===== src/sv/assert_macros.svh =====
// assertion helpers shared by the rtl files
`ifndef ASSERT_MACROS_SVH
`define ASSERT_MACROS_SVH

// property checked on every rising clock edge outside reset
`define ASSERT_CLK(label, prop, msg) \
  label: assert property (@(posedge clk_i) disable iff (!rst_ni) prop) else $error(msg);

// condition that must never be seen outside reset
`define ASSERT_NEVER(label, cond, msg) \
  `ASSERT_CLK(label, !(cond), msg)

`endif


===== src/sv/pdc_pkg.sv =====
// ----------------------------------------------------------------------------
// pdc_pkg
// Types, constants and the byte-wide crc-32 update for the packet deframer.
// ----------------------------------------------------------------------------
`default_nettype none

package pdc_pkg;

  localparam int unsigned CNT_W     = 17;
  localparam int unsigned CFG_IDX_W = 2;
  localparam int unsigned CFG_W     = 3;

  localparam logic [CNT_W-1:0] HDR_BYTES      = 17'd8;
  localparam logic [CNT_W-1:0] TRAILER_BYTES  = 17'd4;
  localparam logic [CNT_W-1:0] FRAME_OVERHEAD = 17'd12;
  localparam logic [CNT_W-1:0] CNT_MAX        = 17'h1ffff;

  localparam logic [31:0] CRC_INIT = 32'hffff_ffff;
  localparam logic [31:0] CRC_POLY = 32'hedb8_8320;

  // configuration register indexes
  localparam logic [CFG_IDX_W-1:0] CFG_DATA_TYPE = 2'd0;
  localparam logic [CFG_IDX_W-1:0] CFG_ACK_TYPE  = 2'd1;

  localparam logic [CFG_W-1:0] DATA_TYPE_RST = 3'd1;
  localparam logic [CFG_W-1:0] ACK_TYPE_RST  = 3'd2;

  typedef enum logic [1:0] {
    STATUS_OK       = 2'd0,
    STATUS_CRC_ERR  = 2'd1,
    STATUS_LEN_ERR  = 2'd2,
    STATUS_TYPE_ERR = 2'd3
  } status_e;

  typedef struct packed {
    logic        emit;
    logic        payload_valid;
    logic [7:0]  payload_byte;
    logic        frame_done;
    status_e     status;
    logic [2:0]  pkt_type;
    logic [4:0]  window_size;
    logic [7:0]  seq_number;
    logic [15:0] payload_length;
    logic [31:0] time_stamp;
  } pdc_result_t;

  // reflected crc-32, one byte per call
  function automatic logic [31:0] crc32_byte(input logic [31:0] crc, input logic [7:0] b);
    logic [31:0] c;
    c = crc ^ {24'h0, b};
    for (int k = 0; k < 8; k++) begin
      c = c[0] ? ((c >> 1) ^ CRC_POLY) : (c >> 1);
    end
    return c;
  endfunction

endpackage

`default_nettype wire


===== src/sv/packet_deframer_crc32_core.sv =====
// ----------------------------------------------------------------------------
// packet_deframer_crc32_core
// Length-prefixed frame checker with zlib crc-32 trailer, one byte per clock unless stalled.
// ----------------------------------------------------------------------------
// Usage:
//   Input channel (in_valid_i / in_stall_o) carries one datagram byte per
//   transaction, end_of_datagram_i set on the final byte. Output channel
//   (out_valid_o / out_stall_i) carries one transaction for every payload
//   byte and one for the final byte (a single transaction when both).
//   Header, trailer and excess bytes make no output transaction.
//   Results: an accepted byte is processed while it sits in the input
//   register and its result is loaded into the output register when
//   the byte leaves the input register.
//   Throughput: one byte per clock while in_stall_o is low; the crc update
//   of a whole byte is done combinationally between input and output registers.
//   Stall: while a result waits in the output register, the input register
//   still moves on if its byte makes no result; otherwise in_stall_o rises.
//   Reset clears frame state, empties both registers and loads the type
//   codes with data 1 and ack 2. The user writes type codes through cfg_we_i
//   only while the block is idle; the block itself does not enforce this.
// ----------------------------------------------------------------------------
`default_nettype none
`include "assert_macros.svh"

module packet_deframer_crc32_core
  import pdc_pkg::*;
(
  input  wire logic                 clk_i,
  input  wire logic                 rst_ni,
  input  wire logic                 cfg_we_i,
  input  wire logic [CFG_IDX_W-1:0] cfg_idx_i,
  input  wire logic [CFG_W-1:0]     cfg_wdata_i,
  input  wire logic                 in_valid_i,
  output logic                      in_stall_o,
  input  wire logic [7:0]           rx_byte_i,
  input  wire logic                 end_of_datagram_i,
  output logic                      out_valid_o,
  input  wire logic                 out_stall_i,
  output logic                      payload_valid_o,
  output logic [7:0]                payload_byte_o,
  output logic                      frame_done_o,
  output logic [1:0]                status_o,
  output logic [2:0]                pkt_type_o,
  output logic [4:0]                window_size_o,
  output logic [7:0]                seq_number_o,
  output logic [15:0]               payload_length_o,
  output logic [31:0]               time_stamp_o
);

  logic [CFG_W-1:0] data_type_q, ack_type_q;
  logic             s1_valid_q;
  logic [7:0]       s1_byte_q;
  logic             s1_last_q;
  logic             out_valid_q;
  pdc_result_t      res, res_q;
  logic             out_free, s1_adv, in_acc;

  always_ff @(posedge clk_i or negedge rst_ni) begin
    if (!rst_ni) begin
      data_type_q <= DATA_TYPE_RST;
      ack_type_q  <= ACK_TYPE_RST;
    end else if (cfg_we_i) begin
      unique case (cfg_idx_i)
        CFG_DATA_TYPE: data_type_q <= cfg_wdata_i;
        CFG_ACK_TYPE:  ack_type_q <= cfg_wdata_i;
        default: ;
      endcase
    end
  end

  pdc_frame_engine u_engine (
    .clk_i       (clk_i),
    .rst_ni      (rst_ni),
    .en_i        (s1_adv),
    .byte_i      (s1_byte_q),
    .last_i      (s1_last_q),
    .data_type_i (data_type_q),
    .ack_type_i  (ack_type_q),
    .res_o       (res)
  );

  // a byte with no result never waits on the output side
  assign out_free   = !out_valid_q || !out_stall_i;
  assign s1_adv     = s1_valid_q && (out_free || !res.emit);
  assign in_stall_o = s1_valid_q && !s1_adv;
  assign in_acc     = in_valid_i && !in_stall_o;

  always_ff @(posedge clk_i or negedge rst_ni) begin
    if (!rst_ni) begin
      s1_valid_q  <= 1'b0;
      out_valid_q <= 1'b0;
    end else begin
      if (in_acc) begin
        s1_valid_q <= 1'b1;
      end else if (s1_adv) begin
        s1_valid_q <= 1'b0;
      end
      if (s1_adv && res.emit) begin
        out_valid_q <= 1'b1;
      end else if (!out_stall_i) begin
        out_valid_q <= 1'b0;
      end
    end
  end

  always_ff @(posedge clk_i) begin
    if (in_acc) begin
      s1_byte_q <= rx_byte_i;
      s1_last_q <= end_of_datagram_i;
    end
    if (s1_adv && res.emit) begin
      res_q <= res;
    end
  end

  assign out_valid_o      = out_valid_q;
  assign payload_valid_o  = res_q.payload_valid;
  assign payload_byte_o   = res_q.payload_byte;
  assign frame_done_o     = res_q.frame_done;
  assign status_o         = res_q.status;
  assign pkt_type_o       = res_q.pkt_type;
  assign window_size_o    = res_q.window_size;
  assign seq_number_o     = res_q.seq_number;
  assign payload_length_o = res_q.payload_length;
  assign time_stamp_o     = res_q.time_stamp;

  `ASSERT_CLK(a_result_kind,
    out_valid_o |-> (payload_valid_o || frame_done_o),
    "result transaction is neither payload nor verdict")
  `ASSERT_CLK(a_stall_cause,
    in_stall_o |-> (s1_valid_q && out_valid_q && out_stall_i),
    "input stalled without a blocked result")
  `ASSERT_CLK(a_no_verdict_fields,
    (out_valid_o && !frame_done_o) |-> (status_o == STATUS_OK && payload_length_o == '0),
    "verdict fields set on a payload-only result")

endmodule

`default_nettype wire


===== src/sv/pdc_frame_engine.sv =====
// ----------------------------------------------------------------------------
// pdc_frame_engine
// Per-frame state: byte count, crc, header and trailer capture, verdict.
// ----------------------------------------------------------------------------
`default_nettype none
`include "assert_macros.svh"

module pdc_frame_engine
  import pdc_pkg::*;
(
  input  wire logic             clk_i,
  input  wire logic             rst_ni,
  input  wire logic             en_i,
  input  wire logic [7:0]       byte_i,
  input  wire logic             last_i,
  input  wire logic [CFG_W-1:0] data_type_i,
  input  wire logic [CFG_W-1:0] ack_type_i,
  output pdc_result_t           res_o
);

  logic [CNT_W-1:0] cnt_q, cnt_d, cnt_upd;
  logic [31:0]      crc_q, crc_d, crc_upd;
  logic [7:0]       first_q, first_d, first_upd;
  logic [7:0]       seq_q, seq_d, seq_upd;
  logic [15:0]      len_q, len_d, len_upd;
  logic [31:0]      stamp_q, stamp_d, stamp_upd;
  logic [31:0]      trl_q, trl_d, trl_upd;

  logic             is_hdr, is_pay, is_trl;
  logic [CNT_W-1:0] pay_end, trl_end, need;
  logic             crc_err, len_err, type_err;
  logic [2:0]       typ;
  status_e          status;

  always_comb begin
    cnt_upd   = (cnt_q == CNT_MAX) ? cnt_q : cnt_q + 17'd1;
    crc_upd   = crc_q;
    first_upd = first_q;
    seq_upd   = seq_q;
    len_upd   = len_q;
    stamp_upd = stamp_q;
    trl_upd   = trl_q;

    pay_end = HDR_BYTES + {1'b0, len_q};
    trl_end = pay_end + TRAILER_BYTES;
    is_hdr  = cnt_q < HDR_BYTES;
    is_pay  = !is_hdr && (cnt_q < pay_end);
    is_trl  = !is_hdr && !is_pay && (cnt_q < trl_end);

    if (is_hdr) begin
      unique case (cnt_q[2:0])
        3'd0: first_upd = byte_i;
        3'd1: seq_upd = byte_i;
        3'd2: len_upd[15:8] = byte_i;
        3'd3: len_upd[7:0] = byte_i;
        3'd4: stamp_upd[7:0] = byte_i;
        3'd5: stamp_upd[15:8] = byte_i;
        3'd6: stamp_upd[23:16] = byte_i;
        3'd7: stamp_upd[31:24] = byte_i;
      endcase
    end
    if (is_hdr || is_pay) begin
      crc_upd = crc32_byte(crc_q, byte_i);
    end
    if (is_trl) begin
      trl_upd = {trl_q[23:0], byte_i};
    end

    // verdict is judged on the state including this byte
    need     = {1'b0, len_upd} + FRAME_OVERHEAD;
    typ      = first_upd[7:5];
    crc_err  = (cnt_upd >= need) && (~crc_upd != trl_upd);
    len_err  = cnt_upd != need;
    type_err = (typ != data_type_i) && (typ != ack_type_i);
    priority if (crc_err) begin
      status = STATUS_CRC_ERR;
    end else if (len_err) begin
      status = STATUS_LEN_ERR;
    end else if (type_err) begin
      status = STATUS_TYPE_ERR;
    end else begin
      status = STATUS_OK;
    end

    res_o                = '0;
    res_o.emit           = is_pay || last_i;
    res_o.payload_valid  = is_pay;
    res_o.payload_byte   = is_pay ? byte_i : 8'h00;
    if (last_i) begin
      res_o.frame_done     = 1'b1;
      res_o.status         = status;
      res_o.pkt_type       = typ;
      res_o.window_size    = first_upd[4:0];
      res_o.seq_number     = seq_upd;
      res_o.payload_length = len_upd;
      res_o.time_stamp     = stamp_upd;
    end

    if (last_i) begin
      cnt_d   = '0;
      crc_d   = CRC_INIT;
      first_d = '0;
      seq_d   = '0;
      len_d   = '0;
      stamp_d = '0;
      trl_d   = '0;
    end else begin
      cnt_d   = cnt_upd;
      crc_d   = crc_upd;
      first_d = first_upd;
      seq_d   = seq_upd;
      len_d   = len_upd;
      stamp_d = stamp_upd;
      trl_d   = trl_upd;
    end
  end

  always_ff @(posedge clk_i or negedge rst_ni) begin
    if (!rst_ni) begin
      cnt_q   <= '0;
      crc_q   <= CRC_INIT;
      first_q <= '0;
      seq_q   <= '0;
      len_q   <= '0;
      stamp_q <= '0;
      trl_q   <= '0;
    end else if (en_i) begin
      cnt_q   <= cnt_d;
      crc_q   <= crc_d;
      first_q <= first_d;
      seq_q   <= seq_d;
      len_q   <= len_d;
      stamp_q <= stamp_d;
      trl_q   <= trl_d;
    end
  end

  `ASSERT_CLK(a_frame_clears, (en_i && last_i) |=> (cnt_q == '0 && crc_q == CRC_INIT), "frame state not cleared after final byte")
  `ASSERT_NEVER(a_region_overlap, is_pay && (is_hdr || is_trl), "byte classified into two frame regions")

endmodule

`default_nettype wire

===== config.mk =====
export PLATFORM = sky130hd
export DESIGN_NAME = packet_deframer_crc32_core
export DESIGN_NICKNAME = d
export VERILOG_FILES = /design/src/sv/pdc_pkg.sv /design/src/sv/packet_deframer_crc32_core.sv /design/src/sv/pdc_frame_engine.sv
export VERILOG_INCLUDE_DIRS = /design/src /design/src/sv
export SDC_FILE = /design/constraint.sdc
export NUM_CORES = 1
export LEC_CHECK = 0
export BUFFER_PORTS_ARGS = -buffer_cell sky130_fd_sc_hd__clkbuf_2
export CORE_UTILIZATION = 55
export DETAILED_ROUTE_END_ITERATION = 8
export PLACE_DENSITY_LB_ADDON = 0.08
export SYNTH_ARGS = -nofsm -noshare
export SYNTH_HDL_FRONTEND = slang
export SYNTH_SLANG_ARGS = --single-unit
export TNS_END_PERCENT = 100

===== constraint.sdc =====
create_clock -name clk_i -period 14.2 [get_ports clk_i]
set_input_delay 2.13 -clock clk_i [delete_from_list [all_inputs] [get_ports clk_i]]
set_output_delay 2.13 -clock clk_i [all_outputs]
set_load 0.05 [all_outputs]

After elaboration in Yosys (flattened, before gate mapping)
Index checks and enable logic that the tools add are counted.

operators by class
  add/subtract/negate cells = 4
  $lt $le $gt $ge = 4
  equal/unequal tests = 14
  mux-type cells = 38
  bitwise gates (word level) = 11
  reductions and logical operators = 26

operator list
  cell                                                                   number
  32-bit 2-to-1 mux                                                      14
  13-bit NOT with 14-bit output                                          8
  8-bit 2-to-1 mux                                                       12
  67-bit 2-to-1 mux                                                      1
  17-bit < comparator                                                    2
  17-bit 2-to-1 mux                                                      2
  16-bit 2-to-1 mux                                                      2
  32-bit != test                                                         1
  32-bit NOT                                                             1
  32-bit by 8-bit XOR with 32-bit output                                 1
  16-bit by 4-bit adder with 17-bit output, second input constant        1
  17-bit by 1-bit adder with 17-bit output, second input constant        1
  17-bit by 3-bit adder with 17-bit output, second input constant        1
  4-bit by 16-bit adder with 17-bit output, first input constant         1
  17-bit equality test, second input constant                            1
  17-bit greater-or-equal comparator                                     1
  17-bit by 4-bit < comparator with 1-bit output, second input constant  1
  17-bit != test                                                         1
  3-bit equality test, second input constant                             4
  1-bit logical AND                                                      9
  1-bit logical NOT                                                      7
  3-bit by 2-bit equality test with 1-bit output, second input constant  2
  2-bit 2-to-1 mux                                                       3
  3-bit != test                                                          2
  11 further kinds                                                       18

word-level totals
  bits in registers = 238
  input bits = 19
  output and inout bits = 78
  logic and storage cells = 120

Depth between registers and ports, before layout
  word-level depth = 23
  gate-level depth with buffers = 22
  gate-level depth less buffers = 21

By module
Synthesis repeated with hierarchy kept, for this count alone.

unflattened totals
  cell total of the unflattened synthesis = 1392
  area total of the unflattened synthesis = 14362.5 µm²

modules (own cells, without submodules)
  module                      times used  cells each  area each (µm²)  seq. area each (µm²)
  pdc_frame_engine            1           1281        11471.0          3668.5
  packet_deframer_crc32_core  1           111         2891.5           2755.1

Worst setup path after synthesis
Ideal clock, no wire load.

  kind = flip-flop to flip-flop
  start = register u_engine.len_q[5]
  end = register res_q, in the netlist frame_done_o (enable)
  library setup time = 513 ps
  arrival time = 6432 ps
  required time = 13687 ps
  path slack = 7256 ps
  stages on the path, launching flop included = 17
  path buffers = 3
  period minus slack after synthesis = 6944 ps
  cell sequence = dfrtp_1 clkbuf_1 and3_1 clkbuf_1 nand2_1 nor2_1 xnor2_1 ha_1 and4_1 o211a_1 a32oi_1 a211oi_2 nor2_1 o211ai_1 nand2_1 clkbuf_1 nor2_1

between the ends
  word-level cells in the longest chain between the ends = 8

ends and longest elaborated chain
  item                                          RTL line                           RTL
  from (decl)                                   pdc_frame_engine.sv:25             logic [15:0] len_q, len_d, len_upd;
  from (signal assigned)                        pdc_frame_engine.sv:132            len_q <= len_d;
  4-bit by 16-bit adder with 17-bit output (*)  pdc_frame_engine.sv:44             pay_end = HDR_BYTES + {1'b0, len_q};
  17-bit < comparator (*)                       pdc_frame_engine.sv:47             is_pay = !is_hdr && (cnt_q < pay_end);
  1-bit logical AND (*)                         pdc_frame_engine.sv:47
  named net u_engine.is_pay                     pdc_frame_engine.sv:29             logic is_hdr, is_pay, is_trl;
  1-bit logical OR (*)                          pdc_frame_engine.sv:86             res_o.emit = is_pay || last_i;
  1-bit logical NOT                             packet_deframer_crc32_core.sv:84   assign s1_adv = s1_valid_q && (out_free || !res.emit);
  1-bit logical OR                              packet_deframer_crc32_core.sv:84
  1-bit logical AND                             packet_deframer_crc32_core.sv:84
  1-bit logical AND (*)                         packet_deframer_crc32_core.sv:111  if (s1_adv && res.emit) begin
  to (signal assigned)                          packet_deframer_crc32_core.sv:112  res_q <= res;
  to (decl)                                     packet_deframer_crc32_core.sv:55   pdc_result_t res, res_q;

Mark *: on every way through the listed nets, which the timed path passes. The rest lies on a longest branch.
A chain may end at the register's enable or synchronous reset.

Worst setup path after layout
  start = register u_engine.len_q[5]
  end = output port in_stall_o

between the ends
  word-level cells in the longest chain between the ends = 9

ends and longest elaborated chain
  item                                      RTL line                          RTL
  4-bit by 16-bit adder with 17-bit output  pdc_frame_engine.sv:44
  17-bit < comparator                       pdc_frame_engine.sv:47
  1-bit logical AND                         pdc_frame_engine.sv:47
  named net u_engine.is_pay                 pdc_frame_engine.sv:29
  1-bit logical OR                          pdc_frame_engine.sv:86
  1-bit logical NOT                         packet_deframer_crc32_core.sv:84
  1-bit logical OR                          packet_deframer_crc32_core.sv:84
  1-bit logical AND                         packet_deframer_crc32_core.sv:84
  1-bit logical NOT                         packet_deframer_crc32_core.sv:85  assign in_stall_o = s1_valid_q && !s1_adv;
  1-bit logical AND                         packet_deframer_crc32_core.sv:85
  to (decl)                                 packet_deframer_crc32_core.sv:34  output logic in_stall_o,

The timed path passes the listed nets, and every way through them passes these cells.

==> results by group <==
STA
  – Setup repair after global routing missed its margin: no
  – Setup violators final: 0
  – Setup TNS: 0 ns
  – Slew @ Worst Pin: 1.10 ns
  – Max Freq: 152 MHz
  – Period minus WS final: 6.59 ns
  – Setup slack after layout: 7.61 ns
  – Final period utilization: 46.4%
  – Final Max Slew Viols: 0
  – Worst rel slew slack: 26.4%
  – Setup Skew: 0.0203 ns
  – Final Hold Viols: 0

Routing
  – Wire per inst: 23.0 microns
  – Residual DRC count: 0
  – DR pass1 iterations: 6
  – Remaining antenna violation count: 0
  – Vias per cell: 6.28
  – Vias: 11,800
  – Drt initial violations: 1,094
  – Final wirelength: 43.0 mm

Setup path
  – Top fanout value on the critical path: 11
  – Worst path required time: 12.07 ns
  – Type of origin of the critical path: flip-flop
  – WS Path Type: reg2out
  – Worst Setup End Kind: output pin
  – WP data arrival: 4.46 ns

Cells and area
  – Footprint of the multi-input gates: 0.00753 sq mm
  – Sequential cell area: 0.00642 sq mm
  – Util after Layout: 61.9%
  – Final Cell Area: 0.0160 sq mm
  – Area Growth Syn to Fin: 10.8%
  – Filler Cells Inserted: 2,223
  – Diodes inserted: 0
  – Nets: 1,591
  – Share of cells above drive strength 1: 15.5%

Logic synthesis
  – Register area share after synthesis: 44.4%
  – Yosys cell types: 84
  – Combinational family with the most area after synthesis: compound AO/OA/AOI/OAI gates
  – Post-Syn Area: 0.0145 sq mm
  – Yosys top cell area share: 20.6%
  – Top cells by area, synth: dfrtp_1 21%, edfxtp_1 18%, dfstp_2 6.2%
  – Ys async rst share: 64.3%
  – Synth Net Count: 1,557
  – Post-synth EDFFs: 85
  – Main synth FF type: dfrtp_1
  – Post-synthesis mux area share: 2.00%
  – Area leader, netlist: dfrtp_1
  – Avg Cell Area, Syn: 9.77 sq um
  – Synth Area in Adders: 4.93%
  – Post-synthesis xor/xnor area fraction: 11.0%
  – Most frequent cell after synthesis: nand2_1
  – Synth Instances: 1,481
  – Simple-gate area share of the yosys netlist: 14.6%
  – Post-synthesis register bit count: 238
  – Most common library cells after synthesis: 182 x nand2_1, 119 x dfrtp_1, 102 x a21oi_1, 102 x nor2_1, 97 x clkbuf_1
  – Warnings, synthesis: 0
  – Synth Area in Compound Gates: 19.4%

Pwr
  – Combinational Power Share: 41.3%
  – Clock power share: 25.8%
  – Sequential Power Share: 33.0%
  – Sw Ratio: 38.3%
  – Peak VDD IR: 0.000103 V
  – Psw: 1090 uW
  – Lkg Pwr: 0.00654 uW
  – Internal power: 1760 uW
  – Total power: 2850 uW
  – Power Dens Cells: 178 mW/mm^2

Global routing
  – Met1 GRT Util: 44.7%
  – Initial antenna violation count: 0
  – Largest net degree at the start of global routing: 87
  – First-pass GRT wire length: 66.4 mm
  – GRT Max-Usage Layer: met2
  – Met2 usage: 51.3%
  – Met3 usage: 4.72%
  – Total gr overflow: 0
  – Vias in the first global route: 11,400
  – Gr usage total: 32.2%

Place
  – Post-DP HPWL: 29.5 mm
  – Pre-CTS WS: 8.08 ns
  – IO buf count: 96
  – Placed cell areas: 0.0151 sq mm
  – GPL Wtd Cong: 0.961

Die
  – Die W: 164 microns
  – IO Pins: 97
  – Core footprint: 0.0259 sq mm
  – Die area: 0.0270 sq mm
  – # rows: 59
  – Initial Utilization: 55.9%
  – Die height: 164 microns

Flow run
  – Max_cap viols: 0

Clock tree
  – Post-cts hold buffer count: 0
  – Clk pin slew, worst setup/hold paths: 0.06 ns
  – # resized after CTS: 0
  – # Post-CTS Setup Buffers: 0
  – CTS Buffer Depth: 3
  – Num Clock Sinks: 238
  – Worst-Skew Late Latency: 0.54 ns
  – TritonCTS clock tree: done
  – CTS Root Cell: clkbuf_16
  – CTS H-tree lvls: 1
  – Cts bufs inserted: 27

Run status
  – Status: finished clean

Min path
  – Min-delay worst type: reg2reg
## cell families after synthesis
family,Yosys count
compound gates,408
xor+xnor,164
fa+ha+maj,57
buf+inv,136
flops,238
mux,28
simple gates,450
## metal layers
layer	share of wire, %	wire, microns
met3	6.8	2930
met2	47	20000
met1	43	18600
met5	0	0
met4	3.5	1500
## per-stage QoR
stage,hold slack [ns],instances
after global routing,0.512,1871
after detailed placement,0.465,1821
after global placement,0.461,1821
final,0.475,1871
after floorplan,0.448,1481
after CTS,0.478,1871
## sequential cells by signal, indices dropped and copies added (netlist names), 2 cells and up
register,flops
payload_byte_o,8
window_size_o,5
data_type_q,3
u_engine.len_q,16
payload_length_o,16
u_engine.first_q,8
time_stamp_o,32
ack_type_q,3
seq_number_o,8
u_engine.stamp_q,32
u_engine.crc_q,32
status_o,2
u_engine.cnt_q,17
pkt_type_o,3
s1_byte_q,8
u_engine.trl_q,32
u_engine.seq_q,8
## final timing paths
kind / start / endpoint / slack, ns / cells after the start
setup / recovery: u_engine.len_q[5] / in_stall_o / 7.61 / 14
hold / removal: u_engine.first_q[7] / u_engine.first_q[7] / 0.47 / 2
setup reg to reg: u_engine.len_q[4] / status_o[0] / 8.02 / 21
hold reg to reg: u_engine.first_q[7] / u_engine.first_q[7] / 0.47 / 2
max in group asynchronous: rst_ni / u_engine.stamp_q[21] / 11.10 / 2
min in group asynchronous: rst_ni / u_engine.cnt_q[13] / 1.65 / 1
## cells in the final DEF (no fill, tap or decap), types with 8 or more instances in the layout
cell       synthesis  layout
nand3_1           28      28
xnor2_1           95      95
o21ai_1            8       8
xnor2_2           10      10
and3_1            28      28
a21oi_1          102     102
nand4_1            9       9
and4_1             9       9
nand2_1          182     181
edfxtp_1          85      85
inv_1             25      24
nor4_1            12      12
a22o_1            52      52
o2bb2ai_1         15      15
dfstp_2           34      34
mux2i_1           21      21
ha_1              57      57
buf_4              2      20
a22oi_1           35      35
nand2b_1           8       8
o21ai_0           61      61
xor2_1            53      53
o22ai_1           27      27
nor3_1            16      16
clkbuf_2           1      95
clkbuf_16          0      27
dfrtp_1          119     119
o31ai_1           12      12
nor2b_1           17      17
nor2_1           102     100
## power groups by stage
| stage | logic (uW) | registers [uW] | clock network [uW] |
|---|---|---|---|
| after floorplan | 869 | 940 | 0 |
| after CTS | 1160 | 937 | 747 |
| after global routing | 1270 | 951 | 769 |
| final | 1180 | 940 | 735 |
| after global placement | 1150 | 946 | 0 |
| after detailed placement | 1150 | 949 | 0 |
## area by class of cell
class / count / area share (%)
multi-input cells: 1107 / 47.0
well taps: 335 / 2.61
clock inverters: 13 / 1.19
flip-flops and latches: 238 / 40.0
repair buffers: 116 / 3.97
inverters: 25 / 0.593
clock buffers: 37 / 4.63
## critical path, cell delays in order, from the launching register on
cell,delay [ns]
dfrtp_1,0.54
and3_1,0.34
nand2_1,0.11
nor2_1,0.29
nand3_1,0.12
ha_1,0.33
a2111oi_0,0.72
nand2_1,0.13
mux2i_1,0.25
a211oi_2,0.05
buf_4,0.20
nor2_1,0.20
o2111ai_1,0.22
inv_1,0.12
clkbuf_2,0.29
No activity file was read; power rests on OpenSTA's default activity.
